===== config.mk =====
export PLATFORM = sky130hd
export DESIGN_NAME = register_sequence_decoder
export DESIGN_NICKNAME = d
export VERILOG_FILES = /design/src/rsd_pkg.sv /design/src/register_sequence_decoder.sv
export SDC_FILE = /design/constraint.sdc
export NUM_CORES = 2
export LEC_CHECK = 0
export ABC_AREA = 1
export BUFFER_PORTS_ARGS = -buffer_cell sky130_fd_sc_hd__buf_2
export CORE_MARGIN = 3
export CORE_UTILIZATION = 60
export DETAILED_ROUTE_END_ITERATION = 7
export PLACE_DENSITY = 0.84
export SLEW_MARGIN = 30
export SYNTH_ARGS = -nofsm -noshare
export SYNTH_HDL_FRONTEND = slang
export SYNTH_SLANG_ARGS = --single-unit

===== constraint.sdc =====
create_clock -name clk -period 8.9 [get_ports clk]
set_input_delay 0.445 -clock clk [delete_from_list [all_inputs] [get_ports clk]]
set_output_delay 0.445 -clock clk [all_outputs]
set_load 0.05 [all_outputs]

===== src/rsd_pkg.sv =====
`timescale 1ns / 1ps

package rsd_pkg;

    localparam int WORD_W   = 32;
    localparam int ADDR_W   = 36;
    localparam int VALUE_W  = 64;
    localparam int SECOND_W = 17;
    localparam int COUNT_W  = 8;
    localparam int DELAY_W  = 26;
    localparam int FIFO_DEPTH = 4;
    localparam int FIFO_PTR_W = $clog2(FIFO_DEPTH);
    localparam int FIFO_CNT_W = $clog2(FIFO_DEPTH + 1);

    // Header command types, bits 1:0.
    localparam logic [1:0] TYPE_META    = 2'd0;
    localparam logic [1:0] TYPE_WRITE32 = 2'd1;
    localparam logic [1:0] TYPE_READ    = 2'd2;
    localparam logic [1:0] TYPE_WRITE64 = 2'd3;

    // Meta codes, header bits 5:2.
    localparam logic [3:0] META_END   = 4'd0;
    localparam logic [3:0] META_DELAY = 4'd1;

    typedef enum logic [2:0] {
        KIND_WRITE32   = 3'd0,
        KIND_WRITE64   = 3'd1,
        KIND_READ32    = 3'd2,
        KIND_READ64    = 3'd3,
        KIND_DELAY     = 3'd4,
        KIND_END_OK    = 3'd5,
        KIND_BAD_META  = 3'd6,
        KIND_TRUNCATED = 3'd7
    } kind_t;

    typedef struct packed {
        kind_t                kind;
        logic [ADDR_W-1:0]    address;
        logic [VALUE_W-1:0]   value;
        logic [VALUE_W-1:0]   compare_mask;
        logic                 retry_enable;
        logic [COUNT_W-1:0]   retry_count;
        logic [DELAY_W-1:0]   delay_value;
        logic                 last_of_run;
    } result_t;

endpackage


===== src/register_sequence_decoder.sv =====
`timescale 1ns / 1ps

// Each result is queued when its word is accepted. Throughput: one word per
// cycle unless in_stall; a final word that also completes an operation yields
// two items, and the four-entry queue drains them one per cycle unless out_stall.
// Reset (rst_n low, asynchronous) returns the decoder to expecting a header at
// an aligned buffer start and empties the queue; address byte words are not reset.
module register_sequence_decoder
(
    input  logic                              clk,
    input  logic                              rst_n,
    input  logic                              in_valid,
    output logic                              in_stall,
    input  logic [rsd_pkg::WORD_W-1:0]        word,
    input  logic                              final_word,
    output logic                              out_valid,
    input  logic                              out_stall,
    output logic [2:0]                        kind,
    output logic [rsd_pkg::ADDR_W-1:0]        address,
    output logic [rsd_pkg::VALUE_W-1:0]       value,
    output logic [rsd_pkg::VALUE_W-1:0]       compare_mask,
    output logic                              retry_enable,
    output logic [rsd_pkg::COUNT_W-1:0]       retry_count,
    output logic [rsd_pkg::DELAY_W-1:0]       delay_value,
    output logic                              last_of_run
);

    typedef enum logic [3:0] {
        PH_HEADER   = 4'd0,
        PH_ADDR     = 4'd1,
        PH_PAD      = 4'd2,
        PH_W32      = 4'd3,
        PH_W64_LO   = 4'd4,
        PH_W64_HI   = 4'd5,
        PH_RD_SEC   = 4'd6,
        PH_RD_PAD   = 4'd7,
        PH_R32_MASK = 4'd8,
        PH_R32_VAL  = 4'd9,
        PH_R64_ML   = 4'd10,
        PH_R64_MH   = 4'd11,
        PH_R64_VL   = 4'd12,
        PH_R64_VH   = 4'd13
    } phase_t;

    phase_t                          phase_reg, phase_next;
    logic [rsd_pkg::WORD_W-1:0]      header_reg, header_next;
    logic [4:0]                      total_reg, total_next;
    logic [4:0]                      index_reg, index_next;
    logic [rsd_pkg::WORD_W-1:0]      addr_words_reg [4];
    logic [rsd_pkg::SECOND_W-1:0]    second_reg, second_next;
    logic [rsd_pkg::VALUE_W-1:0]     mask_reg, mask_next;
    logic [rsd_pkg::WORD_W-1:0]      low_reg, low_next;
    logic                            odd_reg;
    logic                            done_reg, done_next;

    rsd_pkg::result_t                fifo_reg [rsd_pkg::FIFO_DEPTH];
    logic [rsd_pkg::FIFO_PTR_W-1:0]  wr_ptr_reg, rd_ptr_reg;
    logic [rsd_pkg::FIFO_CNT_W-1:0]  count_reg;

    logic                            accept;
    logic                            pop;
    logic                            addr_we;
    logic                            op_valid;
    logic                            trunc_valid;
    rsd_pkg::result_t                op_res;
    rsd_pkg::result_t                trunc_res;
    rsd_pkg::result_t                push0;
    logic [1:0]                      npush;
    logic [4:0]                      index_inc;
    logic [5:0]                      addr_word_count;
    logic [rsd_pkg::WORD_W-1:0]      sel_word;
    logic [7:0]                      sel_byte;
    logic [rsd_pkg::ADDR_W-1:0]      base_addr;
    logic [rsd_pkg::ADDR_W-1:0]      write_addr;
    logic [rsd_pkg::ADDR_W-1:0]      read_addr;
    rsd_pkg::result_t                head;

    // Room for two items is kept so a final word never overflows the queue.
    assign in_stall = (count_reg > rsd_pkg::FIFO_CNT_W'(rsd_pkg::FIFO_DEPTH - 2));
    assign accept   = in_valid && !in_stall;
    assign out_valid = (count_reg != '0);
    assign pop      = out_valid && !out_stall;

    assign index_inc       = index_reg + 5'd1;
    assign addr_word_count = (6'(total_reg) + 6'd3) >> 2;
    assign sel_word   = addr_words_reg[index_reg[3:2]];
    assign sel_byte   = 8'(sel_word >> {index_reg[1:0], 3'b000});
    assign base_addr  = {header_reg[31:6], 10'b0};
    assign write_addr = base_addr | {26'b0, sel_byte, 2'b00};
    assign read_addr  = base_addr | {26'b0, second_reg[7:0], 2'b00};

    always_comb
    begin
        phase_next  = phase_reg;
        header_next = header_reg;
        total_next  = total_reg;
        index_next  = index_reg;
        second_next = second_reg;
        mask_next   = mask_reg;
        low_next    = low_reg;
        done_next   = done_reg;
        addr_we     = 1'b0;
        op_valid    = 1'b0;
        op_res      = '0;

        if (!done_reg)
        begin
            unique case (phase_reg)
                PH_HEADER:
                begin
                    header_next = word;
                    if (word[1:0] == rsd_pkg::TYPE_META)
                    begin
                        op_valid = 1'b1;
                        if (word[5:2] == rsd_pkg::META_END)
                        begin
                            op_res.kind = rsd_pkg::KIND_END_OK;
                            done_next   = 1'b1;
                        end
                        else if (word[5:2] == rsd_pkg::META_DELAY)
                        begin
                            op_res.kind        = rsd_pkg::KIND_DELAY;
                            op_res.delay_value = word[31:6];
                        end
                        else
                        begin
                            op_res.kind = rsd_pkg::KIND_BAD_META;
                            done_next   = 1'b1;
                        end
                    end
                    else if (word[1:0] == rsd_pkg::TYPE_READ)
                    begin
                        phase_next = PH_RD_SEC;
                    end
                    else
                    begin
                        total_next = 5'(word[5:2]) + 5'd1;
                        index_next = '0;
                        phase_next = PH_ADDR;
                    end
                end
                PH_ADDR:
                begin
                    addr_we    = 1'b1;
                    index_next = index_inc;
                    if (6'(index_inc) >= addr_word_count)
                    begin
                        index_next = '0;
                        if (header_reg[1:0] == rsd_pkg::TYPE_WRITE32)
                            phase_next = PH_W32;
                        else
                            phase_next = odd_reg ? PH_W64_LO : PH_PAD;
                    end
                end
                PH_PAD:
                begin
                    phase_next = PH_W64_LO;
                end
                PH_W32:
                begin
                    op_valid       = 1'b1;
                    op_res.kind    = rsd_pkg::KIND_WRITE32;
                    op_res.address = write_addr;
                    op_res.value   = {32'b0, word};
                    index_next     = index_inc;
                    if (index_inc >= total_reg)
                        phase_next = PH_HEADER;
                end
                PH_W64_LO:
                begin
                    low_next   = word;
                    phase_next = PH_W64_HI;
                end
                PH_W64_HI:
                begin
                    op_valid       = 1'b1;
                    op_res.kind    = rsd_pkg::KIND_WRITE64;
                    op_res.address = write_addr;
                    op_res.value   = {word, low_reg};
                    index_next     = index_inc;
                    phase_next     = (index_inc >= total_reg) ? PH_HEADER : PH_W64_LO;
                end
                PH_RD_SEC:
                begin
                    second_next = word[rsd_pkg::SECOND_W-1:0];
                    if (header_reg[5])
                        phase_next = odd_reg ? PH_R64_ML : PH_RD_PAD;
                    else
                        phase_next = PH_R32_MASK;
                end
                PH_RD_PAD:
                begin
                    phase_next = PH_R64_ML;
                end
                PH_R32_MASK:
                begin
                    mask_next  = {32'b0, word};
                    phase_next = PH_R32_VAL;
                end
                PH_R32_VAL:
                begin
                    op_valid            = 1'b1;
                    op_res.kind         = rsd_pkg::KIND_READ32;
                    op_res.address      = read_addr;
                    op_res.value        = {32'b0, word};
                    op_res.compare_mask = {32'b0, mask_reg[31:0]};
                    op_res.retry_enable = second_reg[16];
                    op_res.retry_count  = second_reg[15:8];
                    phase_next          = PH_HEADER;
                end
                PH_R64_ML:
                begin
                    low_next   = word;
                    phase_next = PH_R64_MH;
                end
                PH_R64_MH:
                begin
                    mask_next  = {word, low_reg};
                    phase_next = PH_R64_VL;
                end
                PH_R64_VL:
                begin
                    low_next   = word;
                    phase_next = PH_R64_VH;
                end
                PH_R64_VH:
                begin
                    op_valid            = 1'b1;
                    op_res.kind         = rsd_pkg::KIND_READ64;
                    op_res.address      = read_addr;
                    op_res.value        = {word, low_reg};
                    op_res.compare_mask = mask_reg;
                    op_res.retry_enable = second_reg[16];
                    op_res.retry_count  = second_reg[15:8];
                    phase_next          = PH_HEADER;
                end
                default:
                begin
                    phase_next = PH_HEADER;
                end
            endcase
        end

        // A buffer that ends before End or a bad meta code reports truncation
        // after whatever operation this word completed.
        trunc_valid = final_word && !done_next;
        trunc_res             = '0;
        trunc_res.kind        = rsd_pkg::KIND_TRUNCATED;
        trunc_res.last_of_run = 1'b1;
        op_res.last_of_run    = !trunc_valid;

        push0 = op_valid ? op_res : trunc_res;
        npush = accept ? (2'(op_valid) + 2'(trunc_valid)) : 2'd0;
    end

    always_ff @(posedge clk)
    begin
        if (accept && addr_we)
            addr_words_reg[index_reg[1:0]] <= word;
        if (npush != 2'd0)
            fifo_reg[wr_ptr_reg] <= push0;
        if (npush == 2'd2)
            fifo_reg[wr_ptr_reg + rsd_pkg::FIFO_PTR_W'(1)] <= trunc_res;
    end

    always_ff @(posedge clk or negedge rst_n)
    begin
        if (!rst_n)
        begin
            phase_reg  <= PH_HEADER;
            header_reg <= '0;
            total_reg  <= '0;
            index_reg  <= '0;
            second_reg <= '0;
            mask_reg   <= '0;
            low_reg    <= '0;
            odd_reg    <= 1'b0;
            done_reg   <= 1'b0;
            wr_ptr_reg <= '0;
            rd_ptr_reg <= '0;
            count_reg  <= '0;
        end
        else
        begin
            if (accept)
            begin
                if (final_word)
                begin
                    // The next word opens a new aligned buffer.
                    phase_reg  <= PH_HEADER;
                    header_reg <= '0;
                    total_reg  <= '0;
                    index_reg  <= '0;
                    second_reg <= '0;
                    mask_reg   <= '0;
                    low_reg    <= '0;
                    odd_reg    <= 1'b0;
                    done_reg   <= 1'b0;
                end
                else
                begin
                    phase_reg  <= phase_next;
                    header_reg <= header_next;
                    total_reg  <= total_next;
                    index_reg  <= index_next;
                    second_reg <= second_next;
                    mask_reg   <= mask_next;
                    low_reg    <= low_next;
                    odd_reg    <= !odd_reg;
                    done_reg   <= done_next;
                end
            end
            wr_ptr_reg <= wr_ptr_reg + rsd_pkg::FIFO_PTR_W'(npush);
            if (pop)
                rd_ptr_reg <= rd_ptr_reg + rsd_pkg::FIFO_PTR_W'(1);
            count_reg <= count_reg + rsd_pkg::FIFO_CNT_W'(npush)
                         - rsd_pkg::FIFO_CNT_W'(pop);
        end
    end

    assign head         = fifo_reg[rd_ptr_reg];
    assign kind         = head.kind;
    assign address      = head.address;
    assign value        = head.value;
    assign compare_mask = head.compare_mask;
    assign retry_enable = head.retry_enable;
    assign retry_count  = head.retry_count;
    assign delay_value  = head.delay_value;
    assign last_of_run  = head.last_of_run;

endmodule

-- Word-level counts from Yosys, hierarchy flattened
Memories as Yosys holds them, arrays and structs flattened.
Index checks and enable logic that the tools add are counted.
- memories: 2
- output and inout bits: 205
- memory bits (writable): 940
- word-level logic and storage cells: 148
- bits of input ports: 37
- register bits: 168
- equal/unequal tests: 24
- bitwise logic cells: 2
- add/subtract/negate cells: 9
- shift-type cells: 1
- reductions and logical operators: 29
- $lt $le $gt $ge: 3
- muxes and demuxes: 66
- memory list (name ; depth ; width ; rd ports ; clocked after memory_dff ; wr ports ; line ; RTL):
    fifo_reg ; 4 ; 203 ; 1 ; 0 ; 2 ; register_sequence_decoder.sv:56 ; rsd_pkg::result_t fifo_reg [rsd_pkg::FIFO_DEPTH];
    addr_words_reg ; 4 ; 32 ; 1 ; 0 ; 1 ; register_sequence_decoder.sv:49 ; logic [rsd_pkg::WORD_W-1:0] addr_words_reg [4];
- operator list (kind ; number):
    case mux 100 bit (4 select lines) ; 1
    two-way mux 203 bit ; 1
    two-way mux 202 bit ; 1
    two-way mux 32 bit ; 6
    case mux 73 bit (2 select lines) ; 1
    two-way mux 64 bit ; 2
    case mux 64 bit (2 select lines) ; 1
    two-way mux 26 bit ; 4
    OR 36 x 10 -> 36 bit ; 2
    two-way mux 17 bit ; 3
    two-way mux 5 bit ; 10
    case mux 4 bit (12 select lines) ; 1
    >> shifter 32 x 5 -> 8 bit ; 1
    two-way mux 4 bit ; 7
    equality test 4 bit, second input constant ; 6
    two-way mux 1 bit ; 17
    equality test 4 x 3 -> 1 bit, second input constant ; 4
    two-way mux 3 bit ; 5
    case mux 5 bit (3 select lines) ; 1
    AND reduction 5 bit ; 3
    inequality test 3 bit, second input constant ; 4
    case mux 3 bit (4 select lines) ; 1
    AND reduction 3 bit ; 4
    equality test 4 x 1 -> 1 bit, second input constant ; 2
    27 further kinds ; 46

-- Logic depth before layout (Yosys ltp)
- depth after elaboration: 13
- gate-level depth with buffers: 19
- depth with buffers taken out: 18

-- Worst setup path after synthesis
Ideal clock, no wire load.
- path kind: reg-to-reg
- start point: register done_reg
- end point: memory addr_words_reg[0][0] (netlist name), enable pin
- arrival time: 2643 ps
- buffers on the path: 2
- required time: 8479 ps
- period minus slack after synthesis: 3064 ps
- stages on the path, launching flop included: 6
- setup time: 421 ps
- setup slack: 5836 ps
- path through: dfrtp_1 > inv_1 > clkbuf_1 > buf_1 > nand3_1 > nor2_1
- cells in the longest elaborated chain, start to end: 4
- ends and longest elaborated chain (what ; line ; RTL):
    start: declaration ; register_sequence_decoder.sv:54 ; logic done_reg, done_next;
    start signal: assignment ; register_sequence_decoder.sv:310 ; done_reg <= done_next;
    two-way mux 1 bit ; register_sequence_decoder.sv:106 ; if (!done_reg)
    logical AND 1 bit ; register_sequence_decoder.sv:258 ; if (accept && addr_we)
    two-way mux 1 bit ; register_sequence_decoder.sv:258 ;
    two-way mux 1 bit (implied by the code) ; register_sequence_decoder.sv:259 ; addr_words_reg[index_reg[1:0]] <= word;
    end: declaration ; register_sequence_decoder.sv:49 ;
No other way between the ends.

==> impl_metrics.toml <==
[sta]
grt_setup_unrepaired = "false"
period_share = 0.6903
tns_ns = 0
slew_headroom = 0.2342
finalCriticalPeriod_ns = 6.144
clock_skew_ns = 0.02605
final_hold_viol_count = 0
setup_viol = 0
finalMaxSlewViolations = 0
max_slew.worst_pin.slew_ns = 1.137
fmax_mhz = 162.8

[global_route]
grt_pass1_wl_mm = 227.9
grt_overflow = 0
grt_usage = 0.3642
grt_pass1_vias = 38710
antenna_found_initial = 21
grt_max_degree = 227

[setup_path]
worst-setup-path-type = "reg -> reg"
crit_path_cell_trace = "nand2_2 -> inv_2 -> nand2_2 -> inv_2 -> o21ai_4 -> nand2_1 -> ha_1 -> inv_1 -> nor2_1 -> nor2_1 -> inv_2 -> nand2_2 -> clkinv_8 -> buf_12 -> o21ai_0 -> a21oi_1"
slowest_delay_ns = 0.73
r2r_setup_slack_ns = 2.76
cp.arrival_ns = 6.67
crit_required_ns = 9.43
crit_family = "simple AND/OR/NAND/NOR gates"
endpoint_kind = "flip-flop"
crit_fanout = 192
critPathSlowestCell = "o21ai_4"
startpoint_type = "flip-flop"
crit_buf_inv = 6

[yosys]
synthCells = 5685
ys_ff_latch = 1097
synth-simple-area-share = 0.1231
synth_area_leaders = "dfxtp_1 35%, o21ai_0 14%, dfrtp_1 9.0%, edfxtp_1 8.4%, a21oi_1 7.7%"
muxShareOfSynthArea = 0
synth.cell_area_sq_um = 45680
ys_types = 37
synth_edf_count = 128
yosysTopAreaCell = "dfxtp_1"
async_flop_share = 0.1504
synth_warnings = 0
syn_area_per_cell_sq_um = 8.036
synth_common_cells = "1289 x o21ai_0, 804 x dfxtp_1, 788 x nor2_1"
synth_seq_area_share = 0.5269
synth_fa_ha_area_frac = 0.005642
synth_top_family_by_area = "compound AO/OA/AOI/OAI gates"
yosys.area_share.xor_xnor = 0.001917
synth_top_area_share = 0.3523
ys.flop_type = "dfxtp_1"
yosysMostFrequentCell = "o21ai_0"
synth-compound-area-share = 0.2738

[clock_tree]
clock-sinks = 1097
cts_made_buffers = 108
clk_latency_ns = 0.68
htreeDepth = 3
cts_setup_buffers = 0
root_buffer = "clkbuf_16"
tritoncts = "done"
cts_buffer_depth = 3
path_clk_slew_ns = 0.06

[layout]
nNetsFinal = 5642
fin_cells = 6656
fillers = 5838
area_delta_synth_final_pct = 10.21
drive_gt1_frac = 0.09118
largest_reg_flops = 804

[floorplanning]
die_w_um = 281.9
core_area_sq_um = 74950
row_count = 100
ios = 242
initial_core_util = 0.6095
die_height_um = 281.9
dieArea_sq_um = 79480

[detailed_routing]
num_vias = 43070
dr.first_iter.drc_count = 6076
drc = 0
viasPerCell = 6.471
firstDrtPassIters = 7
antenna_left = 0
routedWlPerCell_um = 22.54
totalWireLength_mm = 150.0

[placed_design]
io_buffers = 239
gp_congestion = 1.063
placed_cells = 6439
dp_hpwl_mm = 89.54

[worst_hold_path]
worstHoldPathType = "in -> reg"

[power]
p_per_area_nw_per_um2 = 465.9
peakVddDrop_v = 0.0005758
p_leak_nw = 20.45

[flow_run]
maxCapViolations = 0

[run_status]
status = "completed"
[final timing paths]
check                                      start                    end  cells past startpoint
worst max-delay path                phase_reg[0]       fifo_reg[1][110]                     16
worst min-delay path                    word[22]  addr_words_reg[0][22]                      1
worst max register to register      phase_reg[0]       fifo_reg[1][110]                     16
worst min register to register  fifo_reg[2][200]       fifo_reg[2][200]                      2
max in group asynchronous                  rst_n            mask_reg[8]                      3
min in group asynchronous                  rst_n            low_reg[28]                      2
[report_power, final]
group          leakage (nW)  switching, mW  internal (mW)
clock network          1.78           1.95           2.69
registers              10.1           1.23           7.23
logic                  8.57           7.58           2.77
total                  20.5           10.8           12.7
[per-stage QoR]
stage	setup slack [ns]	hold WS [ns]	power [mW]	area (sq um)	util
floorplan	5.836	0.1494	15.89	45690	-
detailed placement	3.173	0.4505	18.61	46590	0.6217
global placement	3.397	0.4367	18.30	46540	0.6210
CTS	3.126	0.003940	23.28	50220	0.6701
finish	2.756	0.03473	23.46	50350	0.6718
global route	2.507	0.01377	24.71	50340	0.6717
[cells by family after synthesis]
group / after synthesis
AOI/OAI and AO/OA: 2349
xor gates and xnor gates: 10
adders and majority gates: 20
buffers and inverters: 782
DFF: 1097
other: 1
and+or+nand+nor: 1426
[timing repair]
action                    4_1_cts  5_1_grt
resized for setup               0        0
hold buffers                    3        0
hold endpoints to repair       94        0
[cell usage in the layout, fill, tap and decap left out, types with 7 or more instances in the layout]
cell / netlist / final
dfrtp_1: 165 / 162
a211oi_1: 38 / 38
nor3_1: 69 / 69
edfxtp_1: 128 / 128
nor2_2: 4 / 7
xor2_1: 8 / 8
diode_2: 0 / 17
o211ai_1: 40 / 40
nor2_1: 788 / 781
ha_1: 19 / 19
o31ai_1: 18 / 17
o21ai_0: 1289 / 1289
clkinv_2: 0 / 17
inv_1: 262 / 257
o21ai_1: 16 / 15
a32oi_2: 13 / 13
o22ai_1: 209 / 209
clkbuf_8: 0 / 23
inv_2: 11 / 10
dfxtp_1: 804 / 804
nand2_1: 440 / 437
buf_2: 106 / 238
a32oi_1: 18 / 18
buf_4: 18 / 39
clkbuf_16: 0 / 115
nand3_1: 114 / 114
clkbuf_1: 367 / 27
a21oi_1: 703 / 703
[final cells by class]
class | instances | area (sq um) | share of cell area
antenna | 17 | 42.54 | 0.0008450
sequential | 1097 | 24080 | 0.4782
timing repair buffer | 293 | 1753 | 0.03482
tap | 969 | 1212 | 0.02408
clock inverter | 29 | 294.0 | 0.005840
multi-input combinational | 3807 | 18570 | 0.3689
clock buffer | 166 | 3301 | 0.06556
inverter | 278 | 1094 | 0.02172
[routing by layer]
layer  vias up  part of all wire  track usage
li1      19390                 -            -
met1     20280              0.38       0.4919
met2      2884              0.44       0.5461
met3       519              0.11      0.07477
met4         4             0.067       0.2110
met5         -           0.00016            0
Power figures use the tool's default switching activity.
